### src/hdl/slsn_pkg.sv
// Package for the source line splice normalizer.
// Holds character codes, counter widths, the result queue depth and the word types of both channels.
// No dependencies.
package slsn_pkg;

	localparam int LINE_BITS   = 24;
	localparam int COLUMN_BITS = 16;

	// result queue: one two-word run plus one word still waiting
	localparam int RES_DEPTH = 3;

	localparam logic [7:0] CH_BACKSLASH = 8'h5C;
	localparam logic [7:0] CH_CR        = 8'h0D;
	localparam logic [7:0] CH_LF        = 8'h0A;
	localparam logic [7:0] CH_NUL       = 8'h00;

	localparam logic [LINE_BITS-1:0]   LINE_MAX   = {LINE_BITS{1'b1}};
	localparam logic [COLUMN_BITS-1:0] COLUMN_MAX = {COLUMN_BITS{1'b1}};

	typedef struct packed {
		logic [7:0] in_byte;
		logic       end_of_input;
	} src_word_t;

	typedef struct packed {
		logic [7:0]             out_char;
		logic                   is_end;
		logic [LINE_BITS-1:0]   line_number;
		logic [COLUMN_BITS-1:0] column_number;
		logic                   last_of_run;
	} res_word_t;

endpackage

### src/hdl/source_line_splice_normalizer_top.sv
// Source line splice normalizer: newline folding, backslash-newline removal,
// line/column tracking. Depends on slsn_pkg.
//
//  channel | valid     | stall     | word                  | per item
//  src     | src_valid | src_stall | slsn_pkg::src_word_t  | one raw byte in
//  res     | res_valid | res_stall | slsn_pkg::res_word_t  | zero to two words out
//
// One byte per cycle sustained while the queue holds at most one word: a byte is
// registered in the input register, then the decode logic pushes its zero, one or
// two words into a three-entry result queue, whose head is the result word.
// The input register advances only while the queue holds at most one word;
// a two-word run therefore stalls the source when the result side drains
// one word per cycle. Reset (arst_n low) clears all flags, sets line and
// column to 1 and empties the queue.
module source_line_splice_normalizer_top (
	input  logic                clk,
	input  logic                arst_n,
	input  logic                src_valid,
	output logic                src_stall,
	input  slsn_pkg::src_word_t src_word,
	output logic                res_valid,
	input  logic                res_stall,
	output slsn_pkg::res_word_t res_word
);
	import slsn_pkg::*;

	function automatic logic [1:0] ptr_add(input logic [1:0] p, input logic [1:0] k);
		logic [2:0] s;
		s = {1'b0, p} + {1'b0, k};
		if (s >= 3'(RES_DEPTH)) begin
			s = s - 3'(RES_DEPTH);
		end
		return s[1:0];
	endfunction

	// input register
	logic      valid_s1;
	src_word_t word_s1;

	// stream state
	logic                   held_q;
	logic                   swallow_q;
	logic                   ended_q;
	logic [LINE_BITS-1:0]   line_q;
	logic [COLUMN_BITS-1:0] col_q;

	// result queue
	res_word_t  queue_q [RES_DEPTH];
	logic [1:0] head_q;
	logic [1:0] tail_q;
	logic [1:0] count_q;

	logic go;
	logic pop;

	assign go        = valid_s1 && (count_q <= 2'd1);
	assign src_stall = valid_s1 && !go;
	assign pop       = res_valid && !res_stall;
	assign res_valid = (count_q != 2'd0);
	assign res_word  = queue_q[head_q];

	// decode of the registered byte
	logic                   held_d;
	logic                   swallow_d;
	logic                   ended_d;
	logic [LINE_BITS-1:0]   line_d;
	logic [COLUMN_BITS-1:0] col_d;
	logic [1:0]             n_d;
	res_word_t              r0;
	res_word_t              r1;

	always_comb begin
		logic [7:0] b;
		logic       stop;
		logic       skip;
		logic       is_nl;
		b         = word_s1.in_byte;
		stop      = word_s1.end_of_input || (b == CH_NUL);
		is_nl     = (b == CH_CR) || (b == CH_LF);
		skip      = 1'b0;
		held_d    = held_q;
		swallow_d = swallow_q;
		ended_d   = ended_q;
		line_d    = line_q;
		col_d     = col_q;
		n_d       = 2'd0;
		r0        = '0;
		r1        = '0;
		if (ended_q) begin
			r0  = '{out_char: CH_NUL, is_end: 1'b1, line_number: line_q,
				column_number: col_q, last_of_run: 1'b1};
			n_d = 2'd1;
		end else if (stop) begin
			if (held_q) begin
				held_d = 1'b0;
				if (col_d != COLUMN_MAX) begin
					col_d = col_d + COLUMN_BITS'(1);
				end
				r0  = '{out_char: CH_BACKSLASH, is_end: 1'b0, line_number: line_d,
					column_number: col_d, last_of_run: 1'b0};
				r1  = '{out_char: CH_NUL, is_end: 1'b1, line_number: line_d,
					column_number: col_d, last_of_run: 1'b1};
				n_d = 2'd2;
			end else begin
				r0  = '{out_char: CH_NUL, is_end: 1'b1, line_number: line_d,
					column_number: col_d, last_of_run: 1'b1};
				n_d = 2'd1;
			end
			swallow_d = 1'b0;
			ended_d   = 1'b1;
		end else begin
			// drop an LF that completes a CRLF
			if (swallow_q) begin
				swallow_d = 1'b0;
				skip      = (b == CH_LF);
			end
			if (!skip && held_q) begin
				held_d = 1'b0;
				if (is_nl) begin
					// splice: the line end is consumed with the backslash
					if (line_d != LINE_MAX) begin
						line_d = line_d + LINE_BITS'(1);
					end
					col_d     = COLUMN_BITS'(1);
					swallow_d = (b == CH_CR);
					skip      = 1'b1;
				end else begin
					if (col_d != COLUMN_MAX) begin
						col_d = col_d + COLUMN_BITS'(1);
					end
					r0  = '{out_char: CH_BACKSLASH, is_end: 1'b0, line_number: line_d,
						column_number: col_d, last_of_run: 1'b0};
					n_d = 2'd1;
				end
			end
			if (!skip) begin
				if (b == CH_BACKSLASH) begin
					held_d = 1'b1;
				end else begin
					if (is_nl) begin
						if (line_d != LINE_MAX) begin
							line_d = line_d + LINE_BITS'(1);
						end
						col_d     = COLUMN_BITS'(1);
						swallow_d = (b == CH_CR);
					end else if (col_d != COLUMN_MAX) begin
						col_d = col_d + COLUMN_BITS'(1);
					end
					if (n_d == 2'd0) begin
						r0 = '{out_char: (is_nl ? CH_LF : b), is_end: 1'b0,
							line_number: line_d, column_number: col_d, last_of_run: 1'b0};
					end else begin
						r1 = '{out_char: (is_nl ? CH_LF : b), is_end: 1'b0,
							line_number: line_d, column_number: col_d, last_of_run: 1'b0};
					end
					n_d = n_d + 2'd1;
				end
			end
			if (n_d == 2'd1) begin
				r0.last_of_run = 1'b1;
			end else if (n_d == 2'd2) begin
				r1.last_of_run = 1'b1;
			end
		end
	end

	logic [1:0] push;
	assign push = go ? n_d : 2'd0;

	always_ff @(posedge clk or negedge arst_n) begin
		if (!arst_n) begin
			valid_s1  <= 1'b0;
			held_q    <= 1'b0;
			swallow_q <= 1'b0;
			ended_q   <= 1'b0;
			line_q    <= LINE_BITS'(1);
			col_q     <= COLUMN_BITS'(1);
			head_q    <= '0;
			tail_q    <= '0;
			count_q   <= '0;
		end else begin
			if (!src_stall) begin
				valid_s1 <= src_valid;
			end
			if (go) begin
				held_q    <= held_d;
				swallow_q <= swallow_d;
				ended_q   <= ended_d;
				line_q    <= line_d;
				col_q     <= col_d;
			end
			tail_q  <= ptr_add(tail_q, push);
			head_q  <= ptr_add(head_q, {1'b0, pop});
			count_q <= count_q + push - {1'b0, pop};
		end
	end

	// payload registers, no reset
	always_ff @(posedge clk) begin
		if (!src_stall) begin
			word_s1 <= src_word;
		end
		if (push != 2'd0) begin
			queue_q[tail_q] <= r0;
		end
		if (push == 2'd2) begin
			queue_q[ptr_add(tail_q, 2'd1)] <= r1;
		end
	end

endmodule

### config.mk
export PLATFORM = sky130hd
export DESIGN_NAME = source_line_splice_normalizer_top
export DESIGN_NICKNAME = d
export VERILOG_FILES = /design/src/hdl/slsn_pkg.sv /design/src/hdl/source_line_splice_normalizer_top.sv
export SDC_FILE = /design/constraint.sdc
export NUM_CORES = 1
export LEC_CHECK = 0
export BUFFER_PORTS_ARGS = -buffer_cell sky130_fd_sc_hd__buf_4
export CORE_MARGIN = 2
export CORE_UTILIZATION = 57
export CTS_BUF_LIST = sky130_fd_sc_hd__clkbuf_4 sky130_fd_sc_hd__clkbuf_8 sky130_fd_sc_hd__clkbuf_16
export DETAILED_ROUTE_END_ITERATION = 10
export PLACE_DENSITY = 0.76
export RECOVER_POWER = 100
export SYNTH_ARGS = -nofsm -noshare
export SYNTH_HDL_FRONTEND = slang
export SYNTH_SLANG_ARGS = --single-unit
### constraint.sdc
create_clock -name clk -period 4.7 [get_ports clk]
set_clock_uncertainty 0.2 [all_clocks]
set_input_delay 0.47 -clock clk [delete_from_list [all_inputs] [get_ports clk]]
set_output_delay 0.47 -clock clk [all_outputs]
set_load 0.02 [all_outputs]
### Word-level counts from Yosys, hierarchy flattened

Memory sizes are Yosys's and may differ from the RTL's.
Index checks and enable logic that the tools add are counted.

| operators by class | value |
|---|---|
| div/mod/pow operators | 0 |
| shifts and indexed selects | 0 |
| bitwise gates (word level) | 2 |
| $lt $le $gt $ge | 4 |
| muxes and demuxes | 77 |
| equal/unequal tests | 11 |
| add/sub/neg operators | 13 |
| reductions and logical operators | 16 |
| multipliers | 0 |

Operators by type and width:

| operator | count |
|---|---|
| $mux W50 | 10 |
| $mux W24 | 9 |
| $mux W16 | 11 |
| $mux W49 | 3 |
| $add A24 B1 Y24 const B | 2 |
| $ne A24 B24 Y1 const B | 2 |
| $mux W42 | 1 |
| $add A16 B1 Y16 const B | 2 |
| $ne A16 B16 Y1 const B | 2 |
| $mux W1 | 28 |
| $mux W2 | 14 |
| $eq A8 B4 Y1 const B | 2 |
| $ge A3 B2 Y1 const B | 3 |
| $eq A8 B7 Y1 const B | 1 |
| $logic_not A8 Y1 | 1 |
| $mux W8 | 1 |
| $reduce_and A3 Y1 | 2 |
| $sub A2 B2 Y2 const B | 3 |
| $eq A2 B2 Y1 const B | 2 |
| $logic_and A1 B1 Y1 | 4 |
| $reduce_bool A2 Y1 | 2 |
| $add A2 B1 Y3 | 1 |
| $add A2 B1 Y3 const B | 1 |
| $add A2 B2 Y3 | 1 |
| 11 further kinds | 15 |

| word-level totals | value |
|---|---|
| memories | 1 |
| ROM bits | 0 |
| input port bits | 13 |
| bits in latches | 0 |
| register bits after elaboration | 59 |
| bits in writable memories | 150 |

Memory list:

| name | depth | width | read ports | clocked after Yosys merged registers in | wr ports | RTL line | source |
|---|---|---|---|---|---|---|---|
| queue_q | 3 | 50 | 1 | 0 | 2 | source_line_splice_normalizer_top.sv:48 | `res_word_t queue_q [RES_DEPTH];` |

### Logic depth before layout (Yosys ltp)

Gate-level depths: netlist of run 1.

| depth | value |
|---|---|
| depth in word-level cells | 20 |
| gate-level depth with buffers | 18 |
| mapped depth without buffers | 15 |

### Worst setup path before layout of run 1

Ideal clock, no wire load.

| timing | value |
|---|---|
| path type | register to register |
| from | reg word_s1[5] (netlist name) |
| to | mem queue_q[2][0] (netlist name), enable pin |
| data required time | 3.901 ns |
| data arrival time | 3.971 ns |
| slack | -0.070 ns |
| stages on the path, launching flop included | 14 |
| cells stage by stage | edfxtp_1 > nor4_4 > o211ai_2 > nand2_2 > inv_1 > buf_2 > ha_1 > nand4_1 > a21oi_1 > nor2b_1 > nand2_1 > clkbuf_1 > clkbuf_1 > nand2_1 |

RTL lines:

| element | RTL line | source |
|---|---|---|
| start, declared | source_line_splice_normalizer_top.sv:38 | `src_word_t word_s1;` |
| start signal, assigned | source_line_splice_normalizer_top.sv:201 | `word_s1 <= src_word;` |
| end, declared | source_line_splice_normalizer_top.sv:48 |  |

==> results of run 1 <==
[worst max-delay path: stages (launching register included)]
cell and delay, ns:
edfxtp_1 0.48, nor4_1 0.53, and2_0 0.44, inv_1 0.22, ha_1 0.34, nand4_1 0.10
a21oi_1 0.12, nor2b_1 0.30, and2_0 0.74, clkbuf_2 0.58, o21ai_0 0.23
[metrics by stage]
stage | utilization, % | hold slack (ns) | power, mW | setup slack (ns) | cells
after global routing | 66.43 | 0.3445 | 8.873 | 0.004273 | 2179
final | 66.43 | 0.3226 | 8.513 | 0.1023 | 2179
after CTS | 67.66 | 0.3218 | 8.653 | 0.2487 | 2179
after floorplan | - | -0.02559 | 5.145 | 0.3771 | 1717
after global placement | 64.31 | 0.2817 | 6.693 | 0.1982 | 2125
after detailed placement | 64.31 | 0.3107 | 6.806 | 0.2864 | 2125
[state kept, by name, summed over array words and instances, names as in the netlist, 2 cells and up]
register,count
queue_q,150
head_q,2
count_q,2
tail_q,2
col_q,16
word_s1,9
line_q,24
[logic make-up (layout without fill, tap and decap cells)]
group / after synthesis / count (layout) / share of synthesized area, %
AND/OR/NAND/NOR: 595 / 595 / 19.58
multiplexers: 106 / 106 / 7.114
XOR/XNOR: 74 / 74 / 4.334
adder cells (fa/ha/maj): 18 / 18 / 1.554
AO/OA/AOI/OAI: 549 / 549 / 23.56
flip-flops: 209 / 209 / 39.40
buffers and inverters: 166 / 293 / 4.457
[worst paths after layout]
check | end | start | slack, ns | depth (start not counted)
worst max-delay path | queue_q[2][2] | word_s1[6] | 0.10 | 10
worst min-delay path | count_q[0] | count_q[0] | 0.32 | 1
worst max register to register | queue_q[2][2] | word_s1[6] | 0.10 | 10
worst min register to register | count_q[0] | count_q[0] | 0.32 | 1
max in group asynchronous | head_q[1] | arst_n | 0.57 | 2
min in group asynchronous | col_q[11] | arst_n | 1.48 | 2
[cells in the final DEF, fill, tap and decap left out, drive strengths merged, types with 13 or more instances in the layout]
| cell type | n |
|---|---|
| a211oi | 17 |
| a21o | 13 |
| a21oi | 160 |
| a22oi | 23 |
| a31oi | 34 |
| and2 | 18 |
| and3 | 35 |
| and4 | 13 |
| buf | 132 |
| clkbuf | 113 |
| dfrtp | 48 |
| edfxtp | 159 |
| ha | 15 |
| inv | 27 |
| mux2i | 94 |
| nand2 | 207 |
| nand3 | 65 |
| nand4 | 28 |
| nor2 | 126 |
| nor3 | 44 |
| nor4 | 17 |
| o21ai | 167 |
| o22ai | 13 |
| xnor2 | 62 |
[synthesized netlist by cell type, types with 15 or more instances]
master	n	area share, %
nand2_1	206	5.1
edfxtp_1	159	31
a21oi_1	158	5.2
o21ai_0	144	4.7
nor2_1	125	3.1
mux2i_1	93	6.1
clkbuf_1	90	2.2
nand3_1	63	2.1
xnor2_1	60	3.4
dfrtp_1	48	7.9
nor3_1	39	1.3
and3_1	35	1.4
buf_2	34	1.1
a31oi_1	32	1.3
nand4_1	26	1.1
inv_1	24	0.59
o21ai_1	23	0.75
a22oi_1	22	1.1
and2_1	16	0.65
ha_1	15	1.2
[area by class of cell]
| cell class | instances | area share (%) |
|---|---|---|
| timing repair buffer | 225 | 8.769 |
| inverter | 25 | 0.5391 |
| sequential | 209 | 34.64 |
| multi-input combinational | 1342 | 49.23 |
| tap | 335 | 2.408 |
| clock inverter | 12 | 0.5606 |
| clock buffer | 31 | 3.853 |
[power by group]
| part | total [mW] | switching (mW) | leakage [nW] | internal [mW] |
|---|---|---|---|---|
| combinational | 3.75 | 2.47 | 4.02 | 1.28 |
| clock | 1.87 | 0.801 | 0.382 | 1.07 |
| sequential | 2.89 | 0.355 | 2.16 | 2.54 |
[repair_timing]
item,in CTS,in global routing
setup buffers,0,0
gates resized for setup,0,7
endpoints found under the hold margin,58,0
setup endpoints to repair,0,8
hold buffers,11,0
[routing by layer]
metal / vias up / track usage, %
li1: 6687 / -
met1: 7254 / 56.46
met2: 1156 / 61.32
met3: 239 / 8.157
met4: 0 / 16.86
met5: - / 0
==> qor.txt, run 1 <==
Die Area: 28170 um2
FP Rows: 59
Max IR drop VDD: 0.0004149 V
First-pass GRT wire length: 86920 um
Placeable Area: 26210 um2
Vias per inst: 7.038
Max Root-Sink Buffers: 3
CP Data Required Time: 4.74 ns
Final min period: 4.598 ns
Synth warnings: 0
DRT Pass-1 Iters: 6
Synth Register Bits: 209
Synth cell types: 111
Status: complete, but fails checks
Final Hold Viols: 0
Clk sink count: 209
# fillers: 2165
Vias post-DR: 15340
Mapped Area: 15300 um2
Crit share post-route: 97.82%
# setup viols final: 0
Crit path capture type: register
N_diodes: 0
Post-Route WL: 57770 um
Vias in the first global route: 14540
TritonCTS clock tree: yes
Initial drt markers: 2441
Max Cap Viol: 2
Die W: 167.8 um
Setup TNS: 0 ns
Synth Instances: 1717
Post-Synthesis Net Count: 1747
Slew Viols, Final: 74
Largest net degree at the start of global routing: 103
Critical path arrival: 4.63 ns
Initial antenna violation count: 0
Sequential area share after synthesis: 39.40%
Max Clk Rate: 217.5 MHz
Syn avg cell area: 8.911 um2
I/O Buffers: 64
Unrepaired setup endpoints after global routing: false
Fraction of layout cells with a size suffix above 1: 13.72%
Final instance area: 17410 um2
CP Launch Type: register
Hold WC Path Type: register to register
Later-pin clock latency in the skew report: 0.55 ns
Post-synth EDFFs: 159
Slew HR: -136.6%
Routed wl met2: 24620 um
Final net count: 1857
Register area: 6030 um2
Routed met3 length: 7315 um
Failing checks: capacitance limit, slew limit
Leak pwr: 6.558 nW
Slew @ Worst Pin: 3.549 ns
Area of the multi-input gates: 8571 um2
Tot GR Track Use: 40.29%
CP max FO: 22
Starting Density: 58.39%
Root Buffer: clkbuf_16
Clk slew on worst S/H paths: 0.06 ns
I/O pin cnt: 65
Die H: 167.8 um
H-tree depth: 1
WL per Instance: 26.51 um
Residual DRC: 0
Layout area overhead: 13.77%
Crit Path Category: register to register
Routed Antenna Nets: 0
Post-synth ARST share: 23.92%
Routability congestion estimate: 1.057
Overflow after GRT: 0
Prevailing post-synth register cell: edfxtp_1
PwrDens: 489.0 nW/um2
Dpl cell area: 16850 um2
Top Layer Used: met4
Cts bufs inserted: 24
HPWL Detailed: 41380 um
Post-Route M1 WL: 22900 um
Power figures use the tool's default switching activity.
==> inputs of run 2 (changes only) <==
--- a/config.mk
+++ b/config.mk
@@ -6,6 +6,7 @@
 export NUM_CORES = 1
 export LEC_CHECK = 0
 export BUFFER_PORTS_ARGS = -buffer_cell sky130_fd_sc_hd__buf_4
+export CAP_MARGIN = 5
 export CORE_MARGIN = 2
 export CORE_UTILIZATION = 57
 export CTS_BUF_LIST = sky130_fd_sc_hd__clkbuf_4 sky130_fd_sc_hd__clkbuf_8 sky130_fd_sc_hd__clkbuf_16
==> constraint.sdc (replaced) <==
create_clock -name clk -period 4.2 [get_ports clk]
set_clock_uncertainty 0.2 [all_clocks]
set_input_delay 0.42 -clock clk [delete_from_list [all_inputs] [get_ports clk]]
set_output_delay 0.42 -clock clk [all_outputs]
set_load 0.02 [all_outputs]
==> qor.txt, run 2 (same netlist as run 1, synthesis figures left out) <==
Max stage delay cell, worst path: dfrtp_1
Most frequent cells in the layout: buf_4 (211), nand2_1 (200), edfxtp_1 (159)
Crit share post-route: 97.90%
Biggest register: queue_q
Starting Density: 58.39% (unchanged)
Placeable Area: 26210 um2 (unchanged)
CP max FO: 28 (+27%)
CP Data Required Time: 3.58 ns (-1.16 ns)
HP Start: res_stall
Fraction of layout cells with a size suffix above 1: 20.48% (+6.8 points)
RR Endpoint: queue_q[2][10]
Reg2reg setup slack: 0.10 ns (about the same)
Final instance area: 18220 um2 (+4.6%)
DRT Pass-1 Iters: 6 (unchanged)
Overflow after GRT: 0 (unchanged)
Clk sink count: 209 (unchanged)
Critical path's top delay family: flip-flops
Leading registers by flop count: queue_q (150), line_q (24), col_q (16)
Status: complete, but fails checks
Final net count: 1918 (+3.3%)
Routability congestion estimate: 1.053 (-0.39%)
Residual DRC: 0 (unchanged)
Slew HR: -2.976% (+130 points)
WL per Instance: 24.69 um (-6.9%)
Vias per inst: 6.887 (-2.2%)
PwrDens: 519.4 nW/um2 (+6.2%)
Post-Route WL: 55270 um (-4.3%)
Final Hold Viols: 0 (unchanged)
Setup TNS: 0 ns (unchanged)
H-tree depth: 1 (unchanged)
Crit path capture type: output pin
Cell depth of the worst hold path: 4 (+3)
Later-pin clock latency in the skew report: 0.53 ns (-0.02 ns)
Initial drt markers: 2408 (-1.4%)
Layout area overhead: 19.05%
Die Area: 28170 um2 (unchanged)
Die H: 167.8 um (unchanged)
I/O pin cnt: 65 (unchanged)
Crit path to: res_word[34]
Tot GR Track Use: 38.07% (-2.2 points)
Gate power share: 43.5% (-0.6 points)
I/O Buffers: 64 (unchanged)
Max reg flops: 150 (unchanged)
Max IR drop VDD: 0.0003122 V (-25%)
R2R depth: 13 (+3)
Largest net degree at the start of global routing: 61 (-41%)
Commonest non-fill, non-tap cell in the layout: buf_4
Routed Antenna Nets: 0 (unchanged)
Hold Worst Slack: 0.2711 ns (-0.05142 ns)
Hold WC Path Type: primary input to register
Reg-to-reg startpoint: col_q[0]
Pint: 5.584 mW (+14%)
# fillers: 2040 (-5.8%)
Clock network fraction of total power: 22.5% (+0.6 points)
Final min period: 4.112 ns
TritonCTS clock tree: yes
CP Launch Type: register
Register share of total power: 34.0% (about the same)
Initial antenna violation count: 0 (unchanged)
Cts bufs inserted: 24 (unchanged)
HPWL Detailed: 39990 um (-3.4%)
Vias post-DR: 15420 (+0.54%)
Dpl cell area: 17300 um2 (+2.6%)
Unrepaired setup endpoints after global routing: true
Failing checks: capacitance limit, slew limit
Max Clk Rate: 243.2 MHz
Bufs and invs on worst path: 2 (unchanged)
Crit Path Category: register to output pin
Die W: 167.8 um (unchanged)
FP Rows: 59 (unchanged)
Clk slew on worst S/H paths: 0.06 ns (about the same)
Root Buffer: clkbuf_16
Net Sw Power: 3.877 mW (+7.0%)
Leak pwr: 7.041 nW (+7.4%)
# setup viols final: 0 (unchanged)
Switch share: 40.98% (-1.6 points)
Vias in the first global route: 14120 (-2.9%)
Crit path launch: head_q[0]
N_diodes: 0 (unchanged)
Number of cells on the critical path: 4 (-6)
Critical path arrival: 3.49 ns (-1.14 ns)
Max Cap Viol: 2 (unchanged)
First-pass GRT wire length: 82720 um (-4.8%)
Slew Viols, Final: 53 (-28%)
Max Root-Sink Buffers: 3 (unchanged)
Slew @ Worst Pin: 1.545 ns (-2.004 ns)
Worst path cell trace: buf_2 -> mux2i_1 -> o21ai_0 -> buf_4
CP max stage delay: 1.37 ns (+0.63 ns)
==> run 2: area by class of cell <==
| type | count | area [um2] | area share (%) |
|---|---|---|---|
| Multi-Input combinational cell | 1342 | 8806 | 48.34 |
| Sequential cell | 209 | 6030 | 33.10 |
| Tap cell | 335 | 419.2 | 2.301 |
| Timing Repair Buffer | 286 | 2077 | 11.40 |
| Clock inverter | 11 | 118.9 | 0.6526 |
| Clock buffer | 31 | 670.6 | 3.682 |
| Inverter | 25 | 93.84 | 0.5152 |
==> run 2: tightest hold or removal path: cells and delay by family <==
kind	cells	cell delay [ns]
adders and majority gates	1	0.33
buffers and inverters	1	0.08
xor gates and xnor gates	1	0.08
and+or+nand+nor	1	0.05
==> run 2: layer usage <==
| metal | up-vias | track usage [%] | share of wire, % |
|---|---|---|---|
| met5 | - | 0 | 0 |
| met4 | 0 | 12.29 | 3.2 |
| met3 | 155 | 8.815 | 13 |
| met2 | 1184 | 57.49 | 43 |
| met1 | 7275 | 54.49 | 40 |
| li1 | 6805 | - | - |
==> run 2: worst min path at each step <==
stage / end / slack (ns)
final: head_q[0] / 0.27
after global routing: head_q[0] / 0.29
after CTS: head_q[0] / 0.27
after detailed placement: count_q[0] / 0.29
after global placement: count_q[0] / 0.28
after floorplan: col_q[10] / -0.08
==> run 2: per-stage QoR <==
stage	util [%]	total power [mW]	instances	setup slack, ns
5_1_grt	69.51	9.863	2239	-0.03017
6_report	69.51	9.461	2239	0.08824
2_1_floorplan	-	5.758	1717	0.005940
3_3_place_gp	66.00	7.282	2182	0.05478
3_5_place_dp	66.00	7.396	2182	-0.02929
4_1_cts	69.46	9.518	2235	0.01547
==> run 2: repair_timing <==
item / in CTS / in global routing
pin swaps: 0 / 7
endpoints found under the hold margin: 58 / 0
gates resized for setup: 2 / 33
setup endpoints to repair: 52 / 233
hold buffers: 11 / 0
gates cloned: 0 / 0
buffers inserted: 0 / 4
==> run 2: power by group through the flow <==
stage	Clock [mW]	Combinational [mW]	Sequential (mW)
final	2.13	4.12	3.21
after global routing	2.20	4.40	3.26
after CTS	2.12	4.19	3.21
after detailed placement	0	4.15	3.24
after global placement	0	4.07	3.21
after floorplan	0	2.74	3.02
